## config.mk

```make
export PLATFORM = sky130hd
export DESIGN_NAME = reorder_receiver_ack_engine_unit
export DESIGN_NICKNAME = d
export VERILOG_FILES = /design/src/hdl/rrae_pkg.sv /design/src/hdl/rrae_slot_store.sv /design/src/hdl/reorder_receiver_ack_engine_unit.sv
export SDC_FILE = /design/constraint.sdc
export NUM_CORES = 2
export LEC_CHECK = 0
export BUFFER_PORTS_ARGS = -buffer_cell sky130_fd_sc_hd__buf_4
export CAP_MARGIN = 10
export CORE_MARGIN = 8
export CORE_UTILIZATION = 55
export DETAILED_ROUTE_END_ITERATION = 16
export GPL_TIMING_DRIVEN = 0
export PLACE_DENSITY = 0.76
export SLEW_MARGIN = 20
export SYNTH_ARGS = -nofsm -noshare
export SYNTH_HDL_FRONTEND = slang
export SYNTH_SLANG_ARGS = --single-unit
```

## constraint.sdc

```tcl
create_clock -name clk -period 4.96 [get_ports clk]
set_input_delay 0.744 -clock clk [delete_from_list [all_inputs] [get_ports clk]]
set_output_delay 0.744 -clock clk [all_outputs]
set_load 0.01 [all_outputs]
```

## src/hdl/rrae_pkg.sv

```systemverilog
`timescale 1ns / 1ps
// ----------------------------------------------------------------------------
// rrae_pkg
// Shared types and codes for the reorder receiver ack engine: header and
// result beat layouts, slot store entry, packet and ack codes.
// ----------------------------------------------------------------------------
package rrae_pkg;

    localparam int SEQ_W    = 31;
    localparam int HANDLE_W = 16;
    localparam int LEN_W    = 12;
    localparam int REPS_W   = 5;

    localparam logic [REPS_W-1:0] REPS_RESET = 5'd3;

    // Packet type codes
    localparam logic FUNC_DATA = 1'b0;
    localparam logic FUNC_FIN  = 1'b1;

    // Acknowledgement type codes
    localparam logic ACK_PLAIN = 1'b0;
    localparam logic ACK_FIN   = 1'b1;

    typedef struct packed {
        logic                func;
        logic [SEQ_W-1:0]    seq_no;
        logic [HANDLE_W-1:0] payload_handle;
        logic [LEN_W-1:0]    pkt_len;
    } hdr_item_t;

    typedef struct packed {
        logic                ack_kind;
        logic [SEQ_W-1:0]    ack_no;
        logic                deliver;
        logic [HANDLE_W-1:0] deliver_handle;
        logic [LEN_W-1:0]    deliver_len;
        logic                dropped;
        logic                last;
    } ack_item_t;

    typedef struct packed {
        logic [HANDLE_W-1:0] handle;
        logic [LEN_W-1:0]    len;
    } slot_entry_t;

endpackage

```

## src/hdl/rrae_slot_store.sv

```systemverilog
`timescale 1ns / 1ps
// ----------------------------------------------------------------------------
// rrae_slot_store
// Reorder slot store: one synchronous memory of buffer handle and length per
// slot with a registered read, plus a valid flag per slot that reset clears.
// ----------------------------------------------------------------------------
module rrae_slot_store #(
    parameter int WINDOW = 32,
    parameter int SLOT_W = 5
) (
    input  logic                 clk,
    input  logic                 rst_n,
    input  logic                 wr_en,
    input  logic [SLOT_W-1:0]    wr_idx,
    input  rrae_pkg::slot_entry_t wr_data,
    input  logic                 clr_en,
    input  logic [SLOT_W-1:0]    clr_idx,
    input  logic                 rd_en,
    input  logic [SLOT_W-1:0]    rd_idx,
    output rrae_pkg::slot_entry_t rd_data,
    output logic [WINDOW-1:0]    valid
);

    rrae_pkg::slot_entry_t mem [WINDOW];
    rrae_pkg::slot_entry_t rd_data_reg;
    logic [WINDOW-1:0]     valid_reg;

    // Set a flag on store, drop it on release
    always_ff @(posedge clk or negedge rst_n)
    begin
        if (!rst_n)
        begin
            valid_reg <= '0;
        end
        else
        begin
            if (wr_en)
            begin
                valid_reg[wr_idx] <= 1'b1;
            end
            if (clr_en)
            begin
                valid_reg[clr_idx] <= 1'b0;
            end
        end
    end

    // Write port and registered read port
    always_ff @(posedge clk)
    begin
        if (wr_en)
        begin
            mem[wr_idx] <= wr_data;
        end
        if (rd_en)
        begin
            rd_data_reg <= mem[rd_idx];
        end
    end

    assign rd_data = rd_data_reg;
    assign valid   = valid_reg;

endmodule

```

## src/hdl/reorder_receiver_ack_engine_unit.sv

```systemverilog
`timescale 1ns / 1ps
// ----------------------------------------------------------------------------
// reorder_receiver_ack_engine_unit
// Receive side of a reliable transport: acks headers, holds early packets in
// a reorder store and releases them in sequence order.
// ----------------------------------------------------------------------------
// One header is taken at a time. An item that yields a single ack beat has
// its beat loaded into the output register after the classify and emit
// states (S_EVAL, S_EMIT); a packet that goes into the reorder store also
// passes through the slot write state (S_STORE) between them. A fin has its
// finacks loaded one after another from the emit state. An in-order packet
// is released from S_DLV_IN and each further released payload from
// S_DLV_MEM: the drain walks the slot store, issuing the read of the next
// slot in the same cycle that the current beat is loaded, so the store's
// read latency is hidden. The next header is accepted once the block is back
// in idle after the last beat of an item is loaded; while the output register
// is stalled and full, a beat that waits to be loaded is held. Slot valid
// flags are cleared at reset, so no clearing pass is needed. The finack count
// register is written through its own port and is always ready.
// ----------------------------------------------------------------------------
module reorder_receiver_ack_engine_unit #(
    parameter int WINDOW = 32
) (
    input  logic                          clk,
    input  logic                          rst_n,
    input  logic                          hdr_valid,
    output logic                          hdr_stall,
    input  rrae_pkg::hdr_item_t           hdr,
    output logic                          ack_valid,
    input  logic                          ack_stall,
    output rrae_pkg::ack_item_t           ack,
    input  logic                          cfg_valid,
    output logic                          cfg_ready,
    input  logic [rrae_pkg::REPS_W-1:0]   cfg_data
);

    localparam int SLOT_W = (WINDOW > 1) ? $clog2(WINDOW) : 1;

    typedef enum logic [2:0] {
        S_IDLE,
        S_EVAL,
        S_STORE,
        S_EMIT,
        S_DLV_IN,
        S_DLV_MEM
    } state_t;

    state_t                           state_reg, state_next;
    rrae_pkg::hdr_item_t              hdr_reg, hdr_next;
    logic [rrae_pkg::SEQ_W-1:0]       exp_reg, exp_next;
    logic [SLOT_W-1:0]                slot_reg, slot_next;
    logic                             closed_reg, closed_next;
    logic [rrae_pkg::REPS_W-1:0]      reps_reg, reps_next;
    logic [rrae_pkg::REPS_W-1:0]      cnt_reg, cnt_next;
    logic [SLOT_W-1:0]                dist_reg, dist_next;
    rrae_pkg::ack_item_t              res_reg, res_next;
    rrae_pkg::ack_item_t              out_reg, out_next;
    logic                             out_valid_reg, out_valid_next;

    logic                             st_wr_en;
    logic                             st_clr_en;
    logic                             st_rd_en;
    rrae_pkg::slot_entry_t            st_wr_data;
    rrae_pkg::slot_entry_t            st_rd_data;
    logic [WINDOW-1:0]                st_valid;

    logic                             exp_max;
    logic [SLOT_W-1:0]                slot_inc;
    logic                             more;
    logic [rrae_pkg::SEQ_W-1:0]       diff;
    logic [rrae_pkg::SEQ_W-1:0]       prev;
    logic [SLOT_W:0]                  store_sum;
    logic [SLOT_W-1:0]                store_idx;
    logic                             out_free;

    rrae_slot_store #(
        .WINDOW (WINDOW),
        .SLOT_W (SLOT_W)
    ) u_slot_store (
        .clk     (clk),
        .rst_n   (rst_n),
        .wr_en   (st_wr_en),
        .wr_idx  (store_idx),
        .wr_data (st_wr_data),
        .clr_en  (st_clr_en),
        .clr_idx (slot_reg),
        .rd_en   (st_rd_en),
        .rd_idx  (slot_inc),
        .rd_data (st_rd_data),
        .valid   (st_valid)
    );

    // Slot of the next expected number; the count wraps to slot zero at 2^31
    assign exp_max  = &exp_reg;
    assign slot_inc = exp_max ? '0
                    : (slot_reg == SLOT_W'(WINDOW - 1)) ? '0
                    : slot_reg + 1'b1;
    // More to drain when the next slot holds an entry other than the one leaving
    assign more     = st_valid[slot_inc] && (slot_inc != slot_reg);

    // Header position against the expected number
    assign diff = hdr_reg.seq_no - exp_reg;
    assign prev = (exp_reg == '0) ? '0 : exp_reg - 1'b1;

    // Store slot: expected slot plus distance, folded once into the window
    assign store_sum = {1'b0, slot_reg} + {1'b0, dist_reg};
    assign store_idx = (store_sum >= (SLOT_W+1)'(WINDOW))
                     ? SLOT_W'(store_sum - (SLOT_W+1)'(WINDOW))
                     : store_sum[SLOT_W-1:0];

    assign st_wr_data.handle = hdr_reg.payload_handle;
    assign st_wr_data.len    = hdr_reg.pkt_len;

    assign out_free = !out_valid_reg || !ack_stall;

    // Next-state and datapath
    always_comb
    begin
        state_next     = state_reg;
        hdr_next       = hdr_reg;
        exp_next       = exp_reg;
        slot_next      = slot_reg;
        closed_next    = closed_reg;
        reps_next      = reps_reg;
        cnt_next       = cnt_reg;
        dist_next      = dist_reg;
        res_next       = res_reg;
        out_next       = out_reg;
        out_valid_next = out_valid_reg && ack_stall;
        st_wr_en       = 1'b0;
        st_clr_en      = 1'b0;
        st_rd_en       = 1'b0;

        // Take a register write
        if (cfg_valid)
        begin
            reps_next = cfg_data;
        end

        unique case (state_reg)
            S_IDLE:
            begin
                if (hdr_valid)
                begin
                    hdr_next   = hdr;
                    state_next = S_EVAL;
                end
            end

            S_EVAL:
            begin
                res_next          = '0;
                res_next.ack_kind = rrae_pkg::ACK_PLAIN;
                cnt_next          = rrae_pkg::REPS_W'(1);
                if (closed_reg)
                begin
                    res_next.ack_kind = rrae_pkg::ACK_FIN;
                    res_next.ack_no   = exp_reg;
                    state_next        = S_EMIT;
                end
                else if (hdr_reg.func == rrae_pkg::FUNC_FIN)
                begin
                    res_next.ack_kind = rrae_pkg::ACK_FIN;
                    res_next.ack_no   = exp_reg;
                    cnt_next          = (reps_reg == '0) ? rrae_pkg::REPS_W'(1) : reps_reg;
                    closed_next       = 1'b1;
                    state_next        = S_EMIT;
                end
                else if (hdr_reg.seq_no < exp_reg)
                begin
                    res_next.ack_no = hdr_reg.seq_no;
                    state_next      = S_EMIT;
                end
                else if (hdr_reg.seq_no == exp_reg)
                begin
                    state_next = S_DLV_IN;
                end
                else
                begin
                    res_next.ack_no = prev;
                    if (diff >= rrae_pkg::SEQ_W'(WINDOW))
                    begin
                        res_next.dropped = 1'b1;
                        state_next       = S_EMIT;
                    end
                    else
                    begin
                        dist_next  = diff[SLOT_W-1:0];
                        state_next = S_STORE;
                    end
                end
            end

            // Keep the first copy of an early packet
            S_STORE:
            begin
                st_wr_en   = !st_valid[store_idx];
                state_next = S_EMIT;
            end

            // Send the prepared beat, repeated for finacks
            S_EMIT:
            begin
                if (out_free)
                begin
                    out_next       = res_reg;
                    out_next.last  = (cnt_reg == rrae_pkg::REPS_W'(1));
                    out_valid_next = 1'b1;
                    cnt_next       = cnt_reg - 1'b1;
                    if (cnt_reg == rrae_pkg::REPS_W'(1))
                    begin
                        state_next = S_IDLE;
                    end
                end
            end

            // Release the arriving packet, then walk the store
            S_DLV_IN,
            S_DLV_MEM:
            begin
                if (out_free)
                begin
                    out_next          = '0;
                    out_next.ack_kind = rrae_pkg::ACK_PLAIN;
                    out_next.ack_no   = exp_reg;
                    out_next.deliver  = 1'b1;
                    if (state_reg == S_DLV_IN)
                    begin
                        out_next.deliver_handle = hdr_reg.payload_handle;
                        out_next.deliver_len    = hdr_reg.pkt_len;
                    end
                    else
                    begin
                        out_next.deliver_handle = st_rd_data.handle;
                        out_next.deliver_len    = st_rd_data.len;
                    end
                    out_next.last  = !more;
                    out_valid_next = 1'b1;
                    st_clr_en      = 1'b1;
                    st_rd_en       = more;
                    exp_next       = exp_reg + 1'b1;
                    slot_next      = slot_inc;
                    state_next     = more ? S_DLV_MEM : S_IDLE;
                end
            end

            default:
            begin
                state_next = S_IDLE;
            end
        endcase
    end

    // Hold state and registered outputs
    always_ff @(posedge clk or negedge rst_n)
    begin
        if (!rst_n)
        begin
            state_reg     <= S_IDLE;
            exp_reg       <= '0;
            slot_reg      <= '0;
            closed_reg    <= 1'b0;
            reps_reg      <= rrae_pkg::REPS_RESET;
            cnt_reg       <= '0;
            out_valid_reg <= 1'b0;
        end
        else
        begin
            state_reg     <= state_next;
            exp_reg       <= exp_next;
            slot_reg      <= slot_next;
            closed_reg    <= closed_next;
            reps_reg      <= reps_next;
            cnt_reg       <= cnt_next;
            out_valid_reg <= out_valid_next;
        end
    end

    // Payload registers
    always_ff @(posedge clk)
    begin
        hdr_reg  <= hdr_next;
        dist_reg <= dist_next;
        res_reg  <= res_next;
        out_reg  <= out_next;
    end

    assign hdr_stall = (state_reg != S_IDLE);
    assign ack_valid = out_valid_reg;
    assign ack       = out_reg;
    assign cfg_ready = 1'b1;

    // A beat without a release carries no buffer tag
    a_no_dlv_zero: assert property (@(posedge clk) disable iff (!rst_n)
        (ack_valid && !ack.deliver) |-> (ack.deliver_handle == '0 && ack.deliver_len == '0))
        else $error("non-delivery beat carries payload fields");

    // A drop is a single plain ack without a release
    a_drop_shape: assert property (@(posedge clk) disable iff (!rst_n)
        (ack_valid && ack.dropped) |->
            (ack.ack_kind == rrae_pkg::ACK_PLAIN && !ack.deliver && ack.last))
        else $error("dropped beat has wrong shape");

    // Once closed the block stays closed
    a_closed_sticky: assert property (@(posedge clk) disable iff (!rst_n)
        closed_reg |=> closed_reg)
        else $error("closed flag cleared");

    // A finack only appears after close
    a_finack_closed: assert property (@(posedge clk) disable iff (!rst_n)
        (ack_valid && ack.ack_kind == rrae_pkg::ACK_FIN) |-> closed_reg)
        else $error("finack while open");

endmodule
```

### Word level (Yosys, flattened, before mapping)

Memories as Yosys holds them, arrays and structs flattened. A register that Yosys moved wholly into a read port is not among the register bits.
Cells that the tools add are included.

| storage, ports and cells | value |
|---|---|
| flip-flop bits (word level) | 244 |
| bits in writable memories | 896 |
| input port bits | 70 |
| output and inout port bits | 66 |
| logic and storage cells | 135 |
| memories | 1 |

Memories:

| name | words | width | rd ports | clocked after memory_dff | wr ports | line | RTL |
|---|---|---|---|---|---|---|---|
| u_slot_store.mem | 32 | 28 | 1 | 1 | 1 | rrae_slot_store.sv:24 | `rrae_pkg::slot_entry_t mem [WINDOW];` |

| operators by class | value |
|---|---|
| add/subtract/negate cells | 7 |
| $lt $le $gt $ge | 8 |
| equality and inequality tests | 13 |
| multiplexer cells | 50 |
| bitwise gates (word level) | 8 |
| reduce and logical (&&, ||, !) cells | 25 |

Operators with widths:

| cell | number |
|---|---|
| 2-to-1 mux 31 bit | 5 |
| 2-to-1 mux 63 bit | 2 |
| case mux 63 bit (2 select lines) | 1 |
| 2-to-1 mux 32 bit | 2 |
| 2-to-1 mux 5 bit | 7 |
| bitwise AND 32 bit | 1 |
| inverter 32 bit | 1 |
| OR 32 bit | 1 |
| adder 31 x 1 -> 31 bit, second input constant | 1 |
| equality test 31 bit | 1 |
| >= comparator 31 x 6 -> 1 bit, second input constant | 1 |
| zero test 31 bit | 1 |
| less-than comparator 31 bit | 1 |
| AND reduction 31 bit | 1 |
| subtractor 31 x 1 -> 31 bit, second input constant | 1 |
| subtractor 31 bit | 1 |
| 2-to-1 mux 28 bit | 1 |
| 2-to-1 mux 3 bit | 9 |
| less-than comparator 5 x 6 -> 1 bit, second input constant | 3 |
| 2-to-1 mux 1 bit | 17 |
| case mux 3 bit (5 select lines) | 1 |
| binary-select mux 1 bit (select 5 bit) | 2 |
| demux 1 bit (select 5 bit) | 2 |
| >= comparator 5 x 1 -> 1 bit, second input constant | 2 |
| 27 further kinds | 46 |

### Logic depth before layout (Yosys ltp)

| depth | value |
|---|---|
| word-level depth | 11 |
| gate-level depth with buffers | 16 |
| mapped depth without buffers | 13 |

### By module

A second synthesis with hierarchy kept.

| second synthesis, totals | value |
|---|---|
| cells, all modules | 3214 |
| area total of the unflattened synthesis | 48856.9 sq um |

Modules (own cells, without submodules):

| module | instances | cells an instance | area each (sq um) | sequential area each (sq um) |
|---|---|---|---|---|
| rrae_slot_store | 1 | 2081 | 36926.7 | 28547.4 |
| reorder_receiver_ack_engine_unit | 1 | 1133 | 11930.2 | 6113.4 |

### Worst setup path after synthesis

Ideal clock, no wire load.

| timing | value |
|---|---|
| path type | reg2reg |
| from | reg state_reg[0] |
| to | reg out_reg (netlist bit ack[0]) (enable) |
| library setup time | 505 ps |
| data arrival time | 4156 ps |
| slack | 299 ps |
| cell stages (with the launch flop) | 5 |
| buffers on the path | 1 |
| cell sequence | dfrtp_1 -> clkbuf_1 -> nor2b_1 -> nand2_1 -> a21oi_1 |

| on the way | value |
|---|---|
| word-level cells in the longest chain between the ends | 4 |
| elaborated cells on any way between the ends | 8 |
| classes of those cells | eq/ne: 5; reduce/logical: 3 |

RTL lines:

| element | line | RTL |
|---|---|---|
| from (decl) | reorder_receiver_ack_engine_unit.sv:48 | `state_t state_reg, state_next;` |
| from (signal assigned) | reorder_receiver_ack_engine_unit.sv:269 | `state_reg <= state_next;` |
| equality test 3 bit | reorder_receiver_ack_engine_unit.sv:140 | `unique case (state_reg)` |
| OR reduction 2 bit | reorder_receiver_ack_engine_unit.sv:140 |  |
| != test 2 bit (no source line) or nonzero test 2 bit (tied branches) | n/a |  |
| AND reduction 3 bit (no source line) (*) | n/a |  |
| to (signal assigned) | reorder_receiver_ack_engine_unit.sv:285 | `out_reg <= out_next;` |
| to (decl) | reorder_receiver_ack_engine_unit.sv:57 | `rrae_pkg::ack_item_t out_reg, out_next;` |

Mark *: on every way between the ends. The rest lies on a longest branch, timed or not.
A chain may end at the register's enable or synchronous reset.

### Worst setup path after layout

| timing | value |
|---|---|
| from | reg slot_reg[1] |
| to | reg, netlist name u_slot_store.rd_data[20] |

| on the way | value |
|---|---|
| word-level cells in the longest chain between the ends | 8 |
| elaborated cells on any way between the ends | 10 |
| classes of those cells | add/sub: 1; eq/ne: 2; mux: 6; reduce/logical: 1 |

RTL lines:

| element | line | RTL |
|---|---|---|
| from (decl) | reorder_receiver_ack_engine_unit.sv:51 | `logic [SLOT_W-1:0] slot_reg, slot_next;` |
| from (signal assigned) | reorder_receiver_ack_engine_unit.sv:271 | `slot_reg <= slot_next;` |
| adder 5 x 1 -> 5 bit or equality test 5 bit (tied branches) | reorder_receiver_ack_engine_unit.sv:97, reorder_receiver_ack_engine_unit.sv:96 |  |
| 2-to-1 mux 5 bit | reorder_receiver_ack_engine_unit.sv:96 | `: (slot_reg == SLOT_W'(WINDOW - 1)) ? '0` |
| 2-to-1 mux 5 bit | reorder_receiver_ack_engine_unit.sv:95 | `assign slot_inc = exp_max ? '0` |
| binary-select mux 1 bit (select 5 bit) | reorder_receiver_ack_engine_unit.sv:99 | `assign more = st_valid[slot_inc] && (slot_inc != slot_reg);` |
| 2-to-1 mux 1 bit (not written as such) | reorder_receiver_ack_engine_unit.sv:99 |  |
| logical AND 1 bit | reorder_receiver_ack_engine_unit.sv:99 |  |
| 2-to-1 mux 1 bit | reorder_receiver_ack_engine_unit.sv:221 | `if (out_free)` |
| 2-to-1 mux 1 bit | reorder_receiver_ack_engine_unit.sv:140 |  |

Parallel ways exist; a longest one is shown, timed or not. The select of a mux whose other input is x is not followed.

==> impl_results.md <==
- CTS tree: yes
- PnR worst setup slack: 0.0254 ns
- VDD IR max: 0.000295 V
- Comb pwr share: 7.3%
- Critical R2R Capture: u_slot_store.rd_data[20]
- Critical path startpoint category: flip-flop
- Num CTS Buffers: 114
- Internal Power: 0.0171 W
- RSZ-0062 raised after global routing: true
- Grt total ovfl: 0
- Wirelength, routed: 151000 um
- Pwr dens: 375 mW/mm^2
- Post-route non-filler standard cell count: 5329
- Hold crit path type: input pin to async pin
- Required @ worst endpoint: 5.53 ns
- Cell count after synthesis: 3712
- Register Area: 0.0347 sq mm
- Worst slack, placed: -0.486 ns
- Largest area contributor in the netlist: edfxtp_1
- Proportion of layout cells with a drive suffix above 1: 14.5%
- Setup Viol. Count Final: 0
- Routed wire length per instance: 28.3 um
- Clock Skew: 0.0634 ns
- First-pass GRT wire length: 219000 um
- Top FF cell, synth: edfxtp_1
- Post-route design area: 0.0587 sq mm
- Clk sinks: 1168
- Layout area overhead: 16.9%
- Yosys top cell area share: 64.9%
- Top sig layer: met5
- CP endpoint: u_slot_store.rd_data[20]
- Core box area: 0.0903 sq mm
- Least-Margin Pin Slew: 1.13 ns
- Crit Path Category: flip-flop to flip-flop
- Most frequent cell after synthesis: edfxtp_1
- Initial DRT Pass Iterations: 9
- Clk root buf: clkbuf_16
- FFs w/ async S/R, synth: 7.11%
- Routed Antenna Nets: 0
- Via/cell ratio: 6.46
- Routed vias: 34400
- Net switching fraction of the power: 22.2%
- CTS clk-pin slew, worst paths: 0.07 ns
- Crit-path max FO: 10
- Starting Density: 55.6%
- Met1 WL: 55000 um
- Syn avg cell area: 13.5 sq um
- #FFs+latches synth: 1168
- Die width: 318 um
- Final hold vios: 0
- Reg2reg setup slack: 0.03 ns
- Max-cap viol count: 0
- Total track usage: 28.8%
- Highest clock rate: 0.203 GHz
- Worst slew margin: 24.7%
- Multi-input logic area: 0.0144 sq mm
- Final period utilization: 99.5%
- Vias in the first global route: 33600
- Hold buffer count at CTS: 0
- Max FFs per register: 896
- HPWL reported at the end of detailed placement: 108000 um
- Placed cells: 5108
- Synth Cell Area: 0.0502 sq mm
- Post-DP Area: 0.0546 sq mm
- Switching power: 0.00488 W
- Deepest clock path buffer count: 3
- Leakage: 20.2 nW
- Top post-synthesis cells by area: edfxtp_1, a211oi_1, dfrtp_1
- Status: completed
- Power, Total: 0.0220 W
- Worst r2r src: slot_reg[1]
- Syn Nets: 3829
- Clk network pwr share: 40.6%
- Initial antenna violation count: 9
- Height of the die: 318 um
- GP Congestion: 1.02
- Clock Latency Late Sink: 0.72 ns
- PortBufs: 134
- # DRC: 0
- Die Area: 0.101 sq mm
- Yosys cell types: 97
- Largest net degree at the start of global routing: 46
- # rows: 110
- R2r worst-path depth: 16
- Commonest cells in the netlist: edfxtp_1, nand2_1, a211oi_1
- Synth warn: 0
- CP startpoint: slot_reg[1]
- I/O pin cnt: 136
- Htree depth: 3
- Min Tclk post-route: 4.93 ns
- Sequential share of power: 52.1%
- Post-synth EDFFs: 1085
- Filler instances: 6284
- Met2 WL: 69900 um
- Arr. time, crit path: 5.51 ns
- CP Capture Type: flip-flop
- Detailed Route Iter0 Violations: 4682
- Nets@finish: 4169
- Fin. max-slew vios: 0
- Register area share after synthesis: 69.1%
- Met3 routed WL: 17000 um
==> stage by stage <==
step	TNS, ns	hold slack (ns)	utilization [%]
6_report	0	0.0796	65.0
5_1_grt	-0.0702	0.0967	65.0
4_1_cts	0	0.0668	64.8
3_5_place_dp	-8.00	0.482	60.5
3_3_place_gp	-369.84	0.463	58.3
2_1_floorplan	0	0.448	-
==> power groups by stage <==
stage	Clock (W)	Combinational [W]	Sequential (W)
after floorplan	0	0.000677	0.0117
after global placement	0	0.00133	0.0118
after detailed placement	0	0.00160	0.0116
after CTS	0.00894	0.00161	0.0115
after global routing	0.00931	0.00173	0.0115
final	0.00892	0.00161	0.0115
==> how the worst min path moves through the flow <==
stage                     from                      to  slack, ns
floorplan                rst_n               ack_valid       0.45
global placement    closed_reg              closed_reg       0.46
detailed placement  closed_reg              closed_reg       0.48
CTS                      rst_n  u_slot_store.valid[20]       0.07
global route             rst_n             exp_reg[18]        0.1
finish                   rst_n             exp_reg[17]       0.08
==> cell families after synthesis <==
family | count (synthesis) | share of synthesized area (%)
flip-flops | 1168 | 69.1
AND/OR/NAND/NOR | 1115 | 10.9
AO/OA/AOI/OAI | 926 | 13.2
buffers and inverters | 320 | 2.82
multiplexers | 85 | 1.96
XOR/XNOR | 50 | 0.903
adder cells (fa/ha/maj) | 47 | 1.20
other | 1 | 0.00747
==> cell usage in the layout (no fill, tap or decap), types with 35 or more instances in the layout <==
| cell type | synthesis | routed |
|---|---|---|
| nor2_4 | 0 | 35 |
| clkbuf_1 | 169 | 178 |
| inv_1 | 59 | 59 |
| and2_0 | 60 | 60 |
| clkbuf_16 | 0 | 116 |
| buf_4 | 13 | 148 |
| nor3_1 | 60 | 59 |
| nand2_1 | 515 | 515 |
| buf_8 | 0 | 40 |
| a21oi_1 | 137 | 135 |
| nor2_1 | 95 | 91 |
| and2_1 | 172 | 172 |
| xnor2_1 | 37 | 37 |
| ha_1 | 45 | 45 |
| a311oi_1 | 113 | 106 |
| dfrtp_1 | 81 | 81 |
| o21ai_0 | 96 | 96 |
| mux2i_1 | 67 | 67 |
| edfxtp_1 | 1085 | 1085 |
| buf_2 | 55 | 54 |
| a211oi_1 | 312 | 304 |
| a21o_1 | 39 | 39 |
| a31oi_1 | 94 | 94 |
| nand3_1 | 50 | 50 |
==> what timing repair did <==
action / in CTS / in global routing
buffers inserted: 0 / 2
setup endpoints to repair: 33 / 33
gates cloned: 0 / 0
endpoints found under the hold margin: 0 / 0
gates resized for setup: 10 / 24
pin swaps: 0 / 1
==> final cells by class <==
cell class | instances | share of cell area (%)
well taps | 1176 | 2.51
repair buffers | 224 | 4.83
plain buffers | 261 | 2.06
clock inverters | 74 | 1.41
diodes | 4 | 0.0171
multi-input cells | 2224 | 24.6
clock buffers | 139 | 5.18
flip-flops and latches | 1168 | 59.1
inverters | 59 | 0.377
==> worst max-delay path: stages (launching register included) <==
cell and delay [ns]:
dfrtp_1 0.48, ha_1 0.28, clkbuf_2 0.35, nand3_1 0.15, inv_1 0.09, ha_1 0.13
buf_1 0.33, a31oi_1 0.18, nand2_1 0.16, buf_4 0.24, buf_4 0.33, clkbuf_1 0.55
a211oi_1 0.15, a311oi_1 0.69, a21oi_1 0.13, a211oi_1 0.38, a21o_1 0.15
==> per-layer routing <==
metal | track usage, % | vias up
met4 | 15.1 | 8
met5 | 0 | -
li1 | - | 14900
met1 | 36.8 | 16800
met2 | 45.8 | 2293
met3 | 6.85 | 403
No activity file was read; power rests on OpenSTA's default activity.
